`src/design/qsl_isqrt.sv`:
```
// ----------------------------------------------------------------------------
// qsl_isqrt
// Pipelined integer square root, one result bit per stage.
// ----------------------------------------------------------------------------
module qsl_isqrt #(
  parameter int IN_W  = 62,
  parameter int TAG_W = 1
) (
  input  logic                clk,
  input  logic                rst,
  input  logic                en,
  input  logic                in_valid,
  input  logic [IN_W-1:0]     rad,
  input  logic [TAG_W-1:0]    in_tag,
  output logic                out_valid,
  output logic [IN_W/2-1:0]   root,
  output logic [TAG_W-1:0]    out_tag
);
  localparam int RW    = IN_W / 2;
  localparam int REM_W = RW + 4;

  logic             vld   [RW];
  logic [REM_W-1:0] rem_q [RW];
  logic [RW-1:0]    rt_q  [RW];
  logic [IN_W-1:0]  src_q [RW];
  logic [TAG_W-1:0] tag_q [RW];

  for (genvar k = 0; k < RW; k++) begin : g_stage
    logic             p_vld;
    logic [REM_W-1:0] p_rem;
    logic [RW-1:0]    p_rt;
    logic [IN_W-1:0]  p_src;
    logic [TAG_W-1:0] p_tag;
    logic [REM_W-1:0] cur;
    logic [REM_W-1:0] trial;
    logic             fit;

    if (k == 0) begin : g_first
      assign p_vld = in_valid;
      assign p_rem = '0;
      assign p_rt  = '0;
      assign p_src = rad;
      assign p_tag = in_tag;
    end else begin : g_next
      assign p_vld = vld[k-1];
      assign p_rem = rem_q[k-1];
      assign p_rt  = rt_q[k-1];
      assign p_src = src_q[k-1];
      assign p_tag = tag_q[k-1];
    end

    // bring down the next two radicand bits, try root*4+1
    assign cur   = {p_rem[REM_W-3:0], p_src[IN_W-1 -: 2]};
    assign trial = {{(REM_W-RW-2){1'b0}}, p_rt, 2'b01};
    assign fit   = cur >= trial;

    always_ff @(posedge clk) begin
      if (rst) begin
        vld[k] <= 1'b0;
      end else if (en) begin
        vld[k] <= p_vld;
      end
      if (en) begin
        rem_q[k] <= fit ? cur - trial : cur;
        rt_q[k]  <= {p_rt[RW-2:0], fit};
        src_q[k] <= {p_src[IN_W-3:0], 2'b00};
        tag_q[k] <= p_tag;
      end
    end
  end

  assign out_valid = vld[RW-1];
  assign root      = rt_q[RW-1];
  assign out_tag   = tag_q[RW-1];
endmodule

```
`config.mk`:
```
export PLATFORM = sky130hd
export DESIGN_NAME = qsl_isqrt
export DESIGN_NICKNAME = d
export VERILOG_FILES = /design/src/design/qsl_isqrt.sv
export SDC_FILE = /design/constraint.sdc
export NUM_CORES = 2
export LEC_CHECK = 0
export BUFFER_PORTS_ARGS = -buffer_cell sky130_fd_sc_hd__buf_2
export CAP_MARGIN = 5
export CORE_MARGIN = 10
export CORE_UTILIZATION = 30
export DETAILED_ROUTE_END_ITERATION = 10
export GPL_TIMING_DRIVEN = 1
export PLACE_DENSITY = 0.43
export SLEW_MARGIN = 10
export SYNTH_ARGS = -nofsm -noshare
export SYNTH_HDL_FRONTEND = slang
export SYNTH_SLANG_ARGS = --single-unit
```
`constraint.sdc`:
```
create_clock -name clk -period 4.2 [get_ports clk]
set_input_delay 0.21 -clock clk [delete_from_list [all_inputs] [get_ports clk]]
set_output_delay 0.21 -clock clk [all_outputs]
set_load 0.02 [all_outputs]
```
==> flow_metrics.py <==
metrics = {
    "status": {
        "status": "completed",
    },
    "timing": {
        "fmax_mhz": 257,
        "final.setup.worst_slack_ns": 0.303,
        "hold_violations": 0,
        "max_slew_margin_pct": 29.6,
        "timing.final.crit_period_ns": 3.90,
        "setup_viol": 0,
        "worst_slew_pin_slew_ns": 1.06,
        "slew_violations": 0,
        "timing.final.crit_share_pct": 92.8,
        "fin_tns_setup_ns": 0,
        "skew_ns": 0.0498,
        "rsz0062_at_grt": "no",
    },
    "power_and_ir_drop": {
        "pwr-share-clk_pct": 35.1,
        "leakage_nw": 49.4,
        "powerDensity_nw_per_um2": 544,
        "comb_power_share_pct": 19.1,
        "switchingPower_mw": 20.5,
        "vdd_ir_drop_max_mv": 0.348,
        "p_sw_share_pct": 28.7,
        "p_int_mw": 51.0,
        "p_seq_share_pct": 45.8,
    },
    "critical_path": {
        "cp-end-kind": "register",
        "worst-path-stages": 12,
        "path_cells": "inv_1 -> ha_1 -> o21ai_0 -> a22oi_1 -> o21ai_0 -> buf_4 -> o21ai_1 -> a311oi_1 -> o21ai_1 -> a211oi_4 -> buf_4 -> o21ai_0",
        "timing.critical_path.from": "rt_q[27][1]$_DFFE_PP_",
        "max_stage_delay_ns": 0.49,
        "path_common_cell": "o21ai_0",
        "cp_slowest_cell": "a311oi_1",
        "critPathKind": "register to register",
        "crit_buf_inv": 3,
        "crit_required_ns": 4.76,
        "cp_top_family": "compound AO/OA/AOI/OAI gates",
        "crit_fanout": 23,
        "rr_startpoint": "rt_q[27][1]$_DFFE_PP_",
        "worstPathArrival_ns": 4.46,
        "cp-start-kind": "register",
        "rr_worst_depth": 12,
    },
    "place": {
        "hpwl_mm": 198,
        "io_buffer_count": 99,
        "place_congestion": 0.843,
        "dp_slack_ns": 0.147,
    },
    "floorplan": {
        "num_io_pins": 100,
        "rows": 225,
        "die-area_um2": 401000,
        "die_width_um": 633,
        "initial_core_util_pct": 30.1,
        "die_y_um": 633,
        "placeableCoreArea_um2": 375000,
    },
    "clock_network": {
        "cts_root_buf": "clkbuf_16",
        "h-tree-depth": 5,
        "numClockSinks": 2429,
        "path_clk_slew_ns": 0.05,
        "post_cts_buffers": 0,
        "clk_latency_ns": 0.90,
        "cts_tree": "yes",
        "cts_buffer_depth": 4,
        "numCtsBuffers": 295,
    },
    "yosys": {
        "syn_nets": 9344,
        "yosysSeqAreaShare_pct": 64.7,
        "yosys_warnings": 0,
        "syn_inst": 8749,
        "synth.avg_cell_area_um2": 12.9,
        "synth_seq_cells": 2429,
        "synthArstFlopShare_pct": 0,
        "synth_ff_type": "edfxtp_1",
        "synth-edff-count": 2429,
        "netlist_area_um2": 113000,
        "synth_cell_types": 97,
    },
    "cells_and_area": {
        "layout_commonest_cell": "edfxtp_1",
        "final_cell_mix": "edfxtp_1 (2429), inv_1 (677), nand2_1 (661)",
        "drive_gt1_share_pct": 8.72,
        "area_growth_pct": 16.4,
        "design.final.nets": 9842,
    },
    "drt": {
        "first_pass_iters": 8,
        "ant_nets": 0,
        "wl_per_cell_um": 18.5,
        "drt_iter0_markers": 4159,
        "drc_errors": 0,
        "totalWireLength_mm": 267,
        "vias": 68246,
        "viasPerCell": 4.72,
    },
    "grt": {
        "grt_pass1_wl_mm": 413,
        "grt_pass1_vias": 69597,
        "grt_usage_pct": 13.0,
        "grt_max_degree": 111,
        "antenna_found_initial": 2,
        "overflow": 0,
    },
    "min_path": {
        "hp-class": "input port to register",
        "holdPathStages": 2,
        "hp-start": "rad[20]",
    },
    "job": {
        "drv_cap": 0,
    },
}
sequential cells by signal, indices dropped and copies added, names as in the netlist:
| register | count |
|---|---|
| rem_q | 941 |
| rt_q | 496 |
| src_q | 930 |
| tag_q | 31 |
| vld | 31 |
stage by stage:
stage	util, %	cells	hold slack (ns)	instance area, µm²	power, mW
2_1_floorplan	-	8749	0.309	113000	41.8
3_3_place_gp	32.1	13820	0.387	121000	46.9
3_5_place_dp	32.1	13820	0.388	121000	46.9
4_1_cts	35.0	14468	0.0203	131000	72.8
5_1_grt	35.0	14469	0.0564	131000	75.5
6_report	35.0	14469	0.0995	131000	71.4
power groups by stage:
stage | registers [mW] | clock network (mW) | logic (mW)
floorplan | 32.0 | 0 | 9.75
global placement | 33.3 | 0 | 13.6
detailed placement | 33.3 | 0 | 13.6
CTS | 32.8 | 26.2 | 13.8
global route | 33.0 | 27.1 | 15.3
finish | 32.7 | 25.1 | 13.7
cells by family after synthesis:
logic type               count (synthesis)  share of synthesized area (%)
flip-flops                            2429                           64.7
other                                    1                        0.00332
adder cells (fa/ha/maj)                528                           5.86
AND/OR/NAND/NOR                       2306                           10.1
XOR/XNOR                               753                           5.85
AO/OA/AOI/OAI                         1789                           9.87
buffers and inverters                  873                           2.94
multiplexers                            70                          0.682
area by class of cell:
class / instances / area, µm²
fill: 36675 / 244000
sequential: 2429 / 72900
multi-input combinational: 5447 / 36600
clock buffer: 351 / 7720
tap: 4994 / 6250
timing repair buffer: 390 / 3410
inverter: 684 / 2570
clock inverter: 173 / 1750
antenna: 1 / 2.50
path summary, 6_finish.rpt:
check / endpoint / slack, ns
setup reg to reg: rem_q[1][446]$_DFFE_PP_ / 0.30
setup / recovery: rem_q[1][446]$_DFFE_PP_ / 0.30
hold / removal: src_q[0][20]$_DFFE_PP_ / 0.1
hold reg to reg: src_q[0][510]$_DFFE_PP_ / 0.40
synthesized netlist by cell type (all sizes together), types with 23 or more instances:
master | n | share of area, %
a211oi | 56 | 0.37
a21o | 238 | 1.6
a21oi | 470 | 2.1
a31oi | 61 | 0.34
and2 | 59 | 0.33
and3 | 54 | 0.30
buf | 35 | 0.15
clkbuf | 154 | 0.51
edfxtp | 2429 | 65
ha | 528 | 5.9
inv | 684 | 2.3
mux2 | 55 | 0.55
nand2 | 661 | 2.2
nand2b | 97 | 0.54
nand3 | 140 | 0.63
nand3b | 23 | 0.15
nand4 | 81 | 0.45
nor2 | 499 | 1.7
nor2b | 69 | 0.38
nor3 | 219 | 0.97
nor4 | 127 | 0.72
o211ai | 39 | 0.26
o21a | 88 | 0.59
o21ai | 528 | 2.3
o21bai | 48 | 0.32
o31ai | 54 | 0.36
or2 | 53 | 0.29
or3 | 87 | 0.48
or4 | 66 | 0.44
xnor2 | 362 | 2.8
xor2 | 391 | 3.0
worst register-to-register path, delay by kind of cell, from the launching register on:
family                   cells  cell delay, ns
adder cells (fa/ha/maj)      1            0.34
flip-flops                   1            0.44
buffers and inverters        3            0.62
AO/OA/AOI/OAI                8            2.19
routing by layer:
layer	vias up	routed length (µm)	global-route usage, %
met1	33125	109000	15.0
met4	2	10700	4.95
li1	33451	-	-
met2	1164	139000	24.2
met5	-	312	0
met3	504	8190	1.70
timing repair:
| action | in CTS | in global routing |
|---|---|---|
| hold endpoints to repair | 151 | 0 |
| gates resized for setup | 0 | 1 |
| endpoints found under the setup margin | 0 | 11 |
| hold buffers | 124 | 0 |
Power figures use the tool's default switching activity.
