File: src/design/qsl_div.sv
// ----------------------------------------------------------------------------
// qsl_div
// Pipelined restoring divider, one quotient bit per stage, shared divisor.
// ----------------------------------------------------------------------------
module qsl_div #(
  parameter int LANES = 1,
  parameter int D_W   = 32,
  parameter int Q_W   = 17,
  parameter int TAG_W = 1
) (
  input  logic             clk,
  input  logic             rst,
  input  logic             en,
  input  logic             in_valid,
  input  logic [D_W-1:0]   den,
  input  logic [D_W-1:0]   rem0 [LANES],
  input  logic [Q_W-1:0]   low  [LANES],
  input  logic [TAG_W-1:0] in_tag,
  output logic             out_valid,
  output logic [Q_W-1:0]   quo  [LANES],
  output logic [TAG_W-1:0] out_tag
);
  logic             vld   [Q_W];
  logic [D_W-1:0]   den_q [Q_W];
  logic [TAG_W-1:0] tag_q [Q_W];
  logic [D_W-1:0]   rem_q [Q_W][LANES];
  logic [Q_W-1:0]   low_q [Q_W][LANES];
  logic [Q_W-1:0]   quo_q [Q_W][LANES];

  for (genvar k = 0; k < Q_W; k++) begin : g_stage
    logic             p_vld;
    logic [D_W-1:0]   p_den;
    logic [TAG_W-1:0] p_tag;

    if (k == 0) begin : g_first
      assign p_vld = in_valid;
      assign p_den = den;
      assign p_tag = in_tag;
    end else begin : g_next
      assign p_vld = vld[k-1];
      assign p_den = den_q[k-1];
      assign p_tag = tag_q[k-1];
    end

    always_ff @(posedge clk) begin
      if (rst) begin
        vld[k] <= 1'b0;
      end else if (en) begin
        vld[k] <= p_vld;
      end
      if (en) begin
        den_q[k] <= p_den;
        tag_q[k] <= p_tag;
      end
    end

    for (genvar l = 0; l < LANES; l++) begin : g_lane
      logic [D_W-1:0] p_rem;
      logic [Q_W-1:0] p_low;
      logic [Q_W-1:0] p_quo;
      logic [D_W:0]   cur;
      logic [D_W:0]   diff;
      logic           fit;

      if (k == 0) begin : g_first
        assign p_rem = rem0[l];
        assign p_low = low[l];
        assign p_quo = '0;
      end else begin : g_next
        assign p_rem = rem_q[k-1][l];
        assign p_low = low_q[k-1][l];
        assign p_quo = quo_q[k-1][l];
      end

      assign cur  = {p_rem, p_low[Q_W-1]};
      assign diff = cur - {1'b0, p_den};
      assign fit  = cur >= {1'b0, p_den};

      always_ff @(posedge clk) begin
        if (en) begin
          rem_q[k][l] <= fit ? diff[D_W-1:0] : cur[D_W-1:0];
          low_q[k][l] <= {p_low[Q_W-2:0], 1'b0};
          quo_q[k][l] <= {p_quo[Q_W-2:0], fit};
        end
      end
    end
  end

  for (genvar l = 0; l < LANES; l++) begin : g_out
    assign quo[l] = quo_q[Q_W-1][l];
  end

  assign out_valid = vld[Q_W-1];
  assign out_tag   = tag_q[Q_W-1];
endmodule

File: config.mk
export PLATFORM = sky130hd
export DESIGN_NAME = qsl_div
export DESIGN_NICKNAME = d
export VERILOG_FILES = /design/src/design/qsl_div.sv
export SDC_FILE = /design/constraint.sdc
export NUM_CORES = 2
export LEC_CHECK = 0
export BUFFER_PORTS_ARGS = -buffer_cell sky130_fd_sc_hd__buf_2
export CAP_MARGIN = 15
export CORE_MARGIN = 2
export CORE_UTILIZATION = 23
export DETAILED_ROUTE_END_ITERATION = 6
export GPL_TIMING_DRIVEN = 0
export PLACE_DENSITY = 0.46
export RECOVER_POWER = 25
export SKIP_CTS_REPAIR_TIMING = 1
export SLEW_MARGIN = 15
export SYNTH_ARGS = -nofsm -noshare
export SYNTH_HDL_FRONTEND = slang
export SYNTH_SLANG_ARGS = --single-unit
File: constraint.sdc
create_clock -name clk -period 3.4 [get_ports clk]
set_clock_uncertainty 0.05 [all_clocks]
set_input_delay 0.17 -clock clk [delete_from_list [all_inputs] [get_ports clk]]
set_output_delay 0.17 -clock clk [all_outputs]
set_load 0.005 [all_outputs]
==> flow_metrics.py <==
metrics = {
    "timing": {
        "finalCriticalPeriod_ps": 3840,
        "max_freq_ghz": 0.260,
        "slew_headroom": 0.249,
        "fin_setup_tns_ps": -47320,
        "fin_crit_sh": 1.13,
        "finalSetupViolCount": 239,
        "hold_viol": 2,
        "rsz0062_at_grt": "yes",
        "tightest_slew_ps": 1100,
        "drv_slew": 0,
        "fin_ws_ps": -440,
        "holdWs_ps": -2.05,
    },
    "power_and_ir_drop": {
        "powerDensity_nw_per_um2": 950,
        "irDropWorstVdd_mv": 0.482,
        "finalPower_uw": 90100,
        "p_leak_uw": 0.0376,
    },
    "synthesis": {
        "yosys_most_used_dff": "edfxtp_1",
        "yosys.area.top_type": "edfxtp_1",
        "syn_area_sq_um": 74500,
        "synth_compound_area_frac": 0.141,
        "synthTopCellsByCount": "edfxtp_1, inv_1, ha_1",
        "yosysTopAreaCellShare": 0.543,
        "synth.yosys.seq_area_share": 0.543,
        "synth_edf_count": 1347,
        "synthSimpleGateAreaFrac": 0.0895,
        "syn-num-nets": 7069,
        "synth-async-reset-ratio": 0,
        "avgSynthCellArea_sq_um": 11.6,
        "synthCells": 6423,
        "ys_seq_elements": 1347,
        "yosysWarnings": 0,
        "synth_area_leaders": "edfxtp_1, ha_1, mux2_2",
        "synth_xor_area_frac": 0.0493,
        "ys_types": 89,
        "synth_adder_area_share": 0.0957,
        "synth_top_family_by_area": "compound AO/OA/AOI/OAI gates",
        "yosysMostFrequentCell": "edfxtp_1",
        "synthMuxAreaShare": 0.0407,
    },
    "drt": {
        "viasPerCell": 4.38,
        "vias": 50574,
        "routedWlPerCell_microns": 16.7,
        "drtAntennaViolNets": 0,
        "drc": 0,
        "first_pass_iters": 5,
        "totalWireLength_mm": 193,
        "initialDrtViolationCount": 2339,
    },
    "grt": {
        "grt_pass1_vias": 50873,
        "track_usage": 0.106,
        "grt_max_degree": 158,
        "antenna_found_initial": 4,
        "grt_pass1_wl_mm": 279,
        "grt.overflow.total": 0,
    },
    "floorplanning": {
        "die_h_microns": 573,
        "core_sq_um": 322000,
        "die_w_microns": 573,
        "row_count": 208,
        "die_area_sq_um": 328000,
        "initial_core_util": 0.232,
        "ioPinCount": 105,
    },
    "cells_and_area": {
        "area_delta_synth_final_pct": 27.2,
        "fin_nets": 7741,
        "drive_gt1_frac": 0.200,
        "final_cell_area_sq_um": 94800,
        "instances_no_fill": 11539,
        "fillers": 32541,
    },
    "setup_path": {
        "critPathSlowestCell": "edfxtp_1",
        "crit_top_cell": "clkbuf_16",
        "crit_family": "compound AO/OA/AOI/OAI gates",
        "crit_arrival_ps": 4370,
        "crit_path_max_incr_delay_ps": 410,
        "crit_chain": "inv_2 -> ha_4 -> a21o_1 -> or3_4 -> o21ai_4 -> a21o_4 -> o31ai_4 -> a311oi_2 -> a211oi_2 -> a2111oi_4 -> buf_4 -> clkbuf_16 -> clkbuf_16 -> mux2_4",
        "path_class": "register to register",
        "critPathRequiredTime_ps": 3930,
        "cp-end-kind": "register",
        "worstPathMaxFanout": 4,
        "critPathBufInv": 4,
        "startpoint_type": "register",
    },
    "clock_network": {
        "clockRootBuffer": "clkbuf_16",
        "cts-buffers-inserted": 173,
        "clock-sinks": 1347,
        "clk_pin_slew_worst_paths_ps": 60,
        "clk_latency_ps": 880,
        "cts.htree.levels": 4,
        "cts_tree": "done",
        "clock_path_buffers": 4,
    },
    "placement": {
        "portBuffers": 104,
        "hpwl_mm": 137,
        "place_area_sq_um": 80700,
        "place_inst": 10843,
        "place.gp.congestion": 0.954,
    },
    "worst_hold_path": {
        "hold_class": "input port to register",
    },
    "outcome": {
        "status": "finished, violations left",
        "violations": "negative hold slack, negative setup slack",
    },
    "run": {
        "cap_violations": 0,
    },
}
==> worst reg2reg max path: stages, from the launching register on <==
cell       delay [ps]
edfxtp_1          410
inv_2              80
ha_4              200
a21o_1            210
or3_4             350
o21ai_4           210
a21o_4            190
o31ai_4           100
a311oi_2          370
a211oi_2          150
a2111oi_4         390
buf_4             240
clkbuf_16         170
clkbuf_16         160
mux2_4            300
==> final cells by class <==
cell class,count,area [sq um],area share
multi-input cells,4270,34600,0.365
inverters,681,2600,0.0274
repair buffers,514,4990,0.0526
diodes,1,2.50,0.0000264
clock inverters,101,1170,0.0124
flip-flops and latches,1347,40400,0.427
well taps,4305,5390,0.0568
plain buffers,108,1010,0.0106
clock buffers,212,4540,0.0479
==> power breakdown <==
part           leakage (uW)  switching [uW]  internal, uW
logic                0.0217           23200         21500
registers            0.0132            2380         24400
clock network       0.00275            7360         11200
total                0.0376           33000         57100
==> per-stage QoR <==
stage / utilization / setup WS (ps)
CTS: 0.269 / -2150
finish: 0.295 / -440
detailed placement: 0.251 / -2120
global route: 0.295 / -566
floorplan: - / -0.208
global placement: 0.250 / -21190
==> cell families (layout without fill, tap and decap cells) <==
family | after synthesis | count (layout)
AO/OA/AOI/OAI | 1643 | 1643
AND/OR/NAND/NOR | 1376 | 1376
flip-flops | 1347 | 1347
buffers and inverters | 806 | 1616
adder cells (fa/ha/maj) | 560 | 560
XOR/XNOR | 419 | 419
multiplexers | 272 | 272
other | 0 | 1
==> layer usage <==
metal | vias up | GRT usage | part of all wire
met5 | - | 0 | 0
met4 | 0 | 0.0699 | 0.065
met3 | 491 | 0.0159 | 0.031
met2 | 987 | 0.198 | 0.53
met1 | 24052 | 0.109 | 0.38
li1 | 25044 | - | -
==> layout by cell type, fill, tap and decap left out, types with 157 or more instances in the layout <==
master	instances
nand2_1	348
xor2_1	157
xnor2_1	260
ha_1	442
a21oi_1	449
a21o_1	284
clkbuf_16	207
o21ai_0	288
inv_1	657
mux2_2	160
buf_4	208
nor2_1	362
edfxtp_1	1347
==> final timing paths <==
| kind | start | end | slack [ps] | cells after the start |
|---|---|---|---|---|
| worst max-delay path | den_q[0][38]$_DFFE_PP_ | rem_q[0][93]$_DFFE_PP_ | -440 | 14 |
| worst min-delay path | rem0[2] | rem_q[0][4]$_DFFE_PP_ | -2 | 5 |
| worst max register to register | den_q[0][38]$_DFFE_PP_ | rem_q[0][93]$_DFFE_PP_ | -440 | 14 |
| worst min register to register | quo_q[8][1]$_DFFE_PP_ | quo_q[9][2]$_DFFE_PP_ | 350 | 0 |
==> flip-flops by register name, indices dropped and copies added, names as in the netlist <==
| signal | count |
|---|---|
| tag_q | 17 |
| den_q | 512 |
| quo_q | 153 |
| low_q | 136 |
| rem_q | 512 |
| vld | 17 |
(Power assumes the default switching activity.)
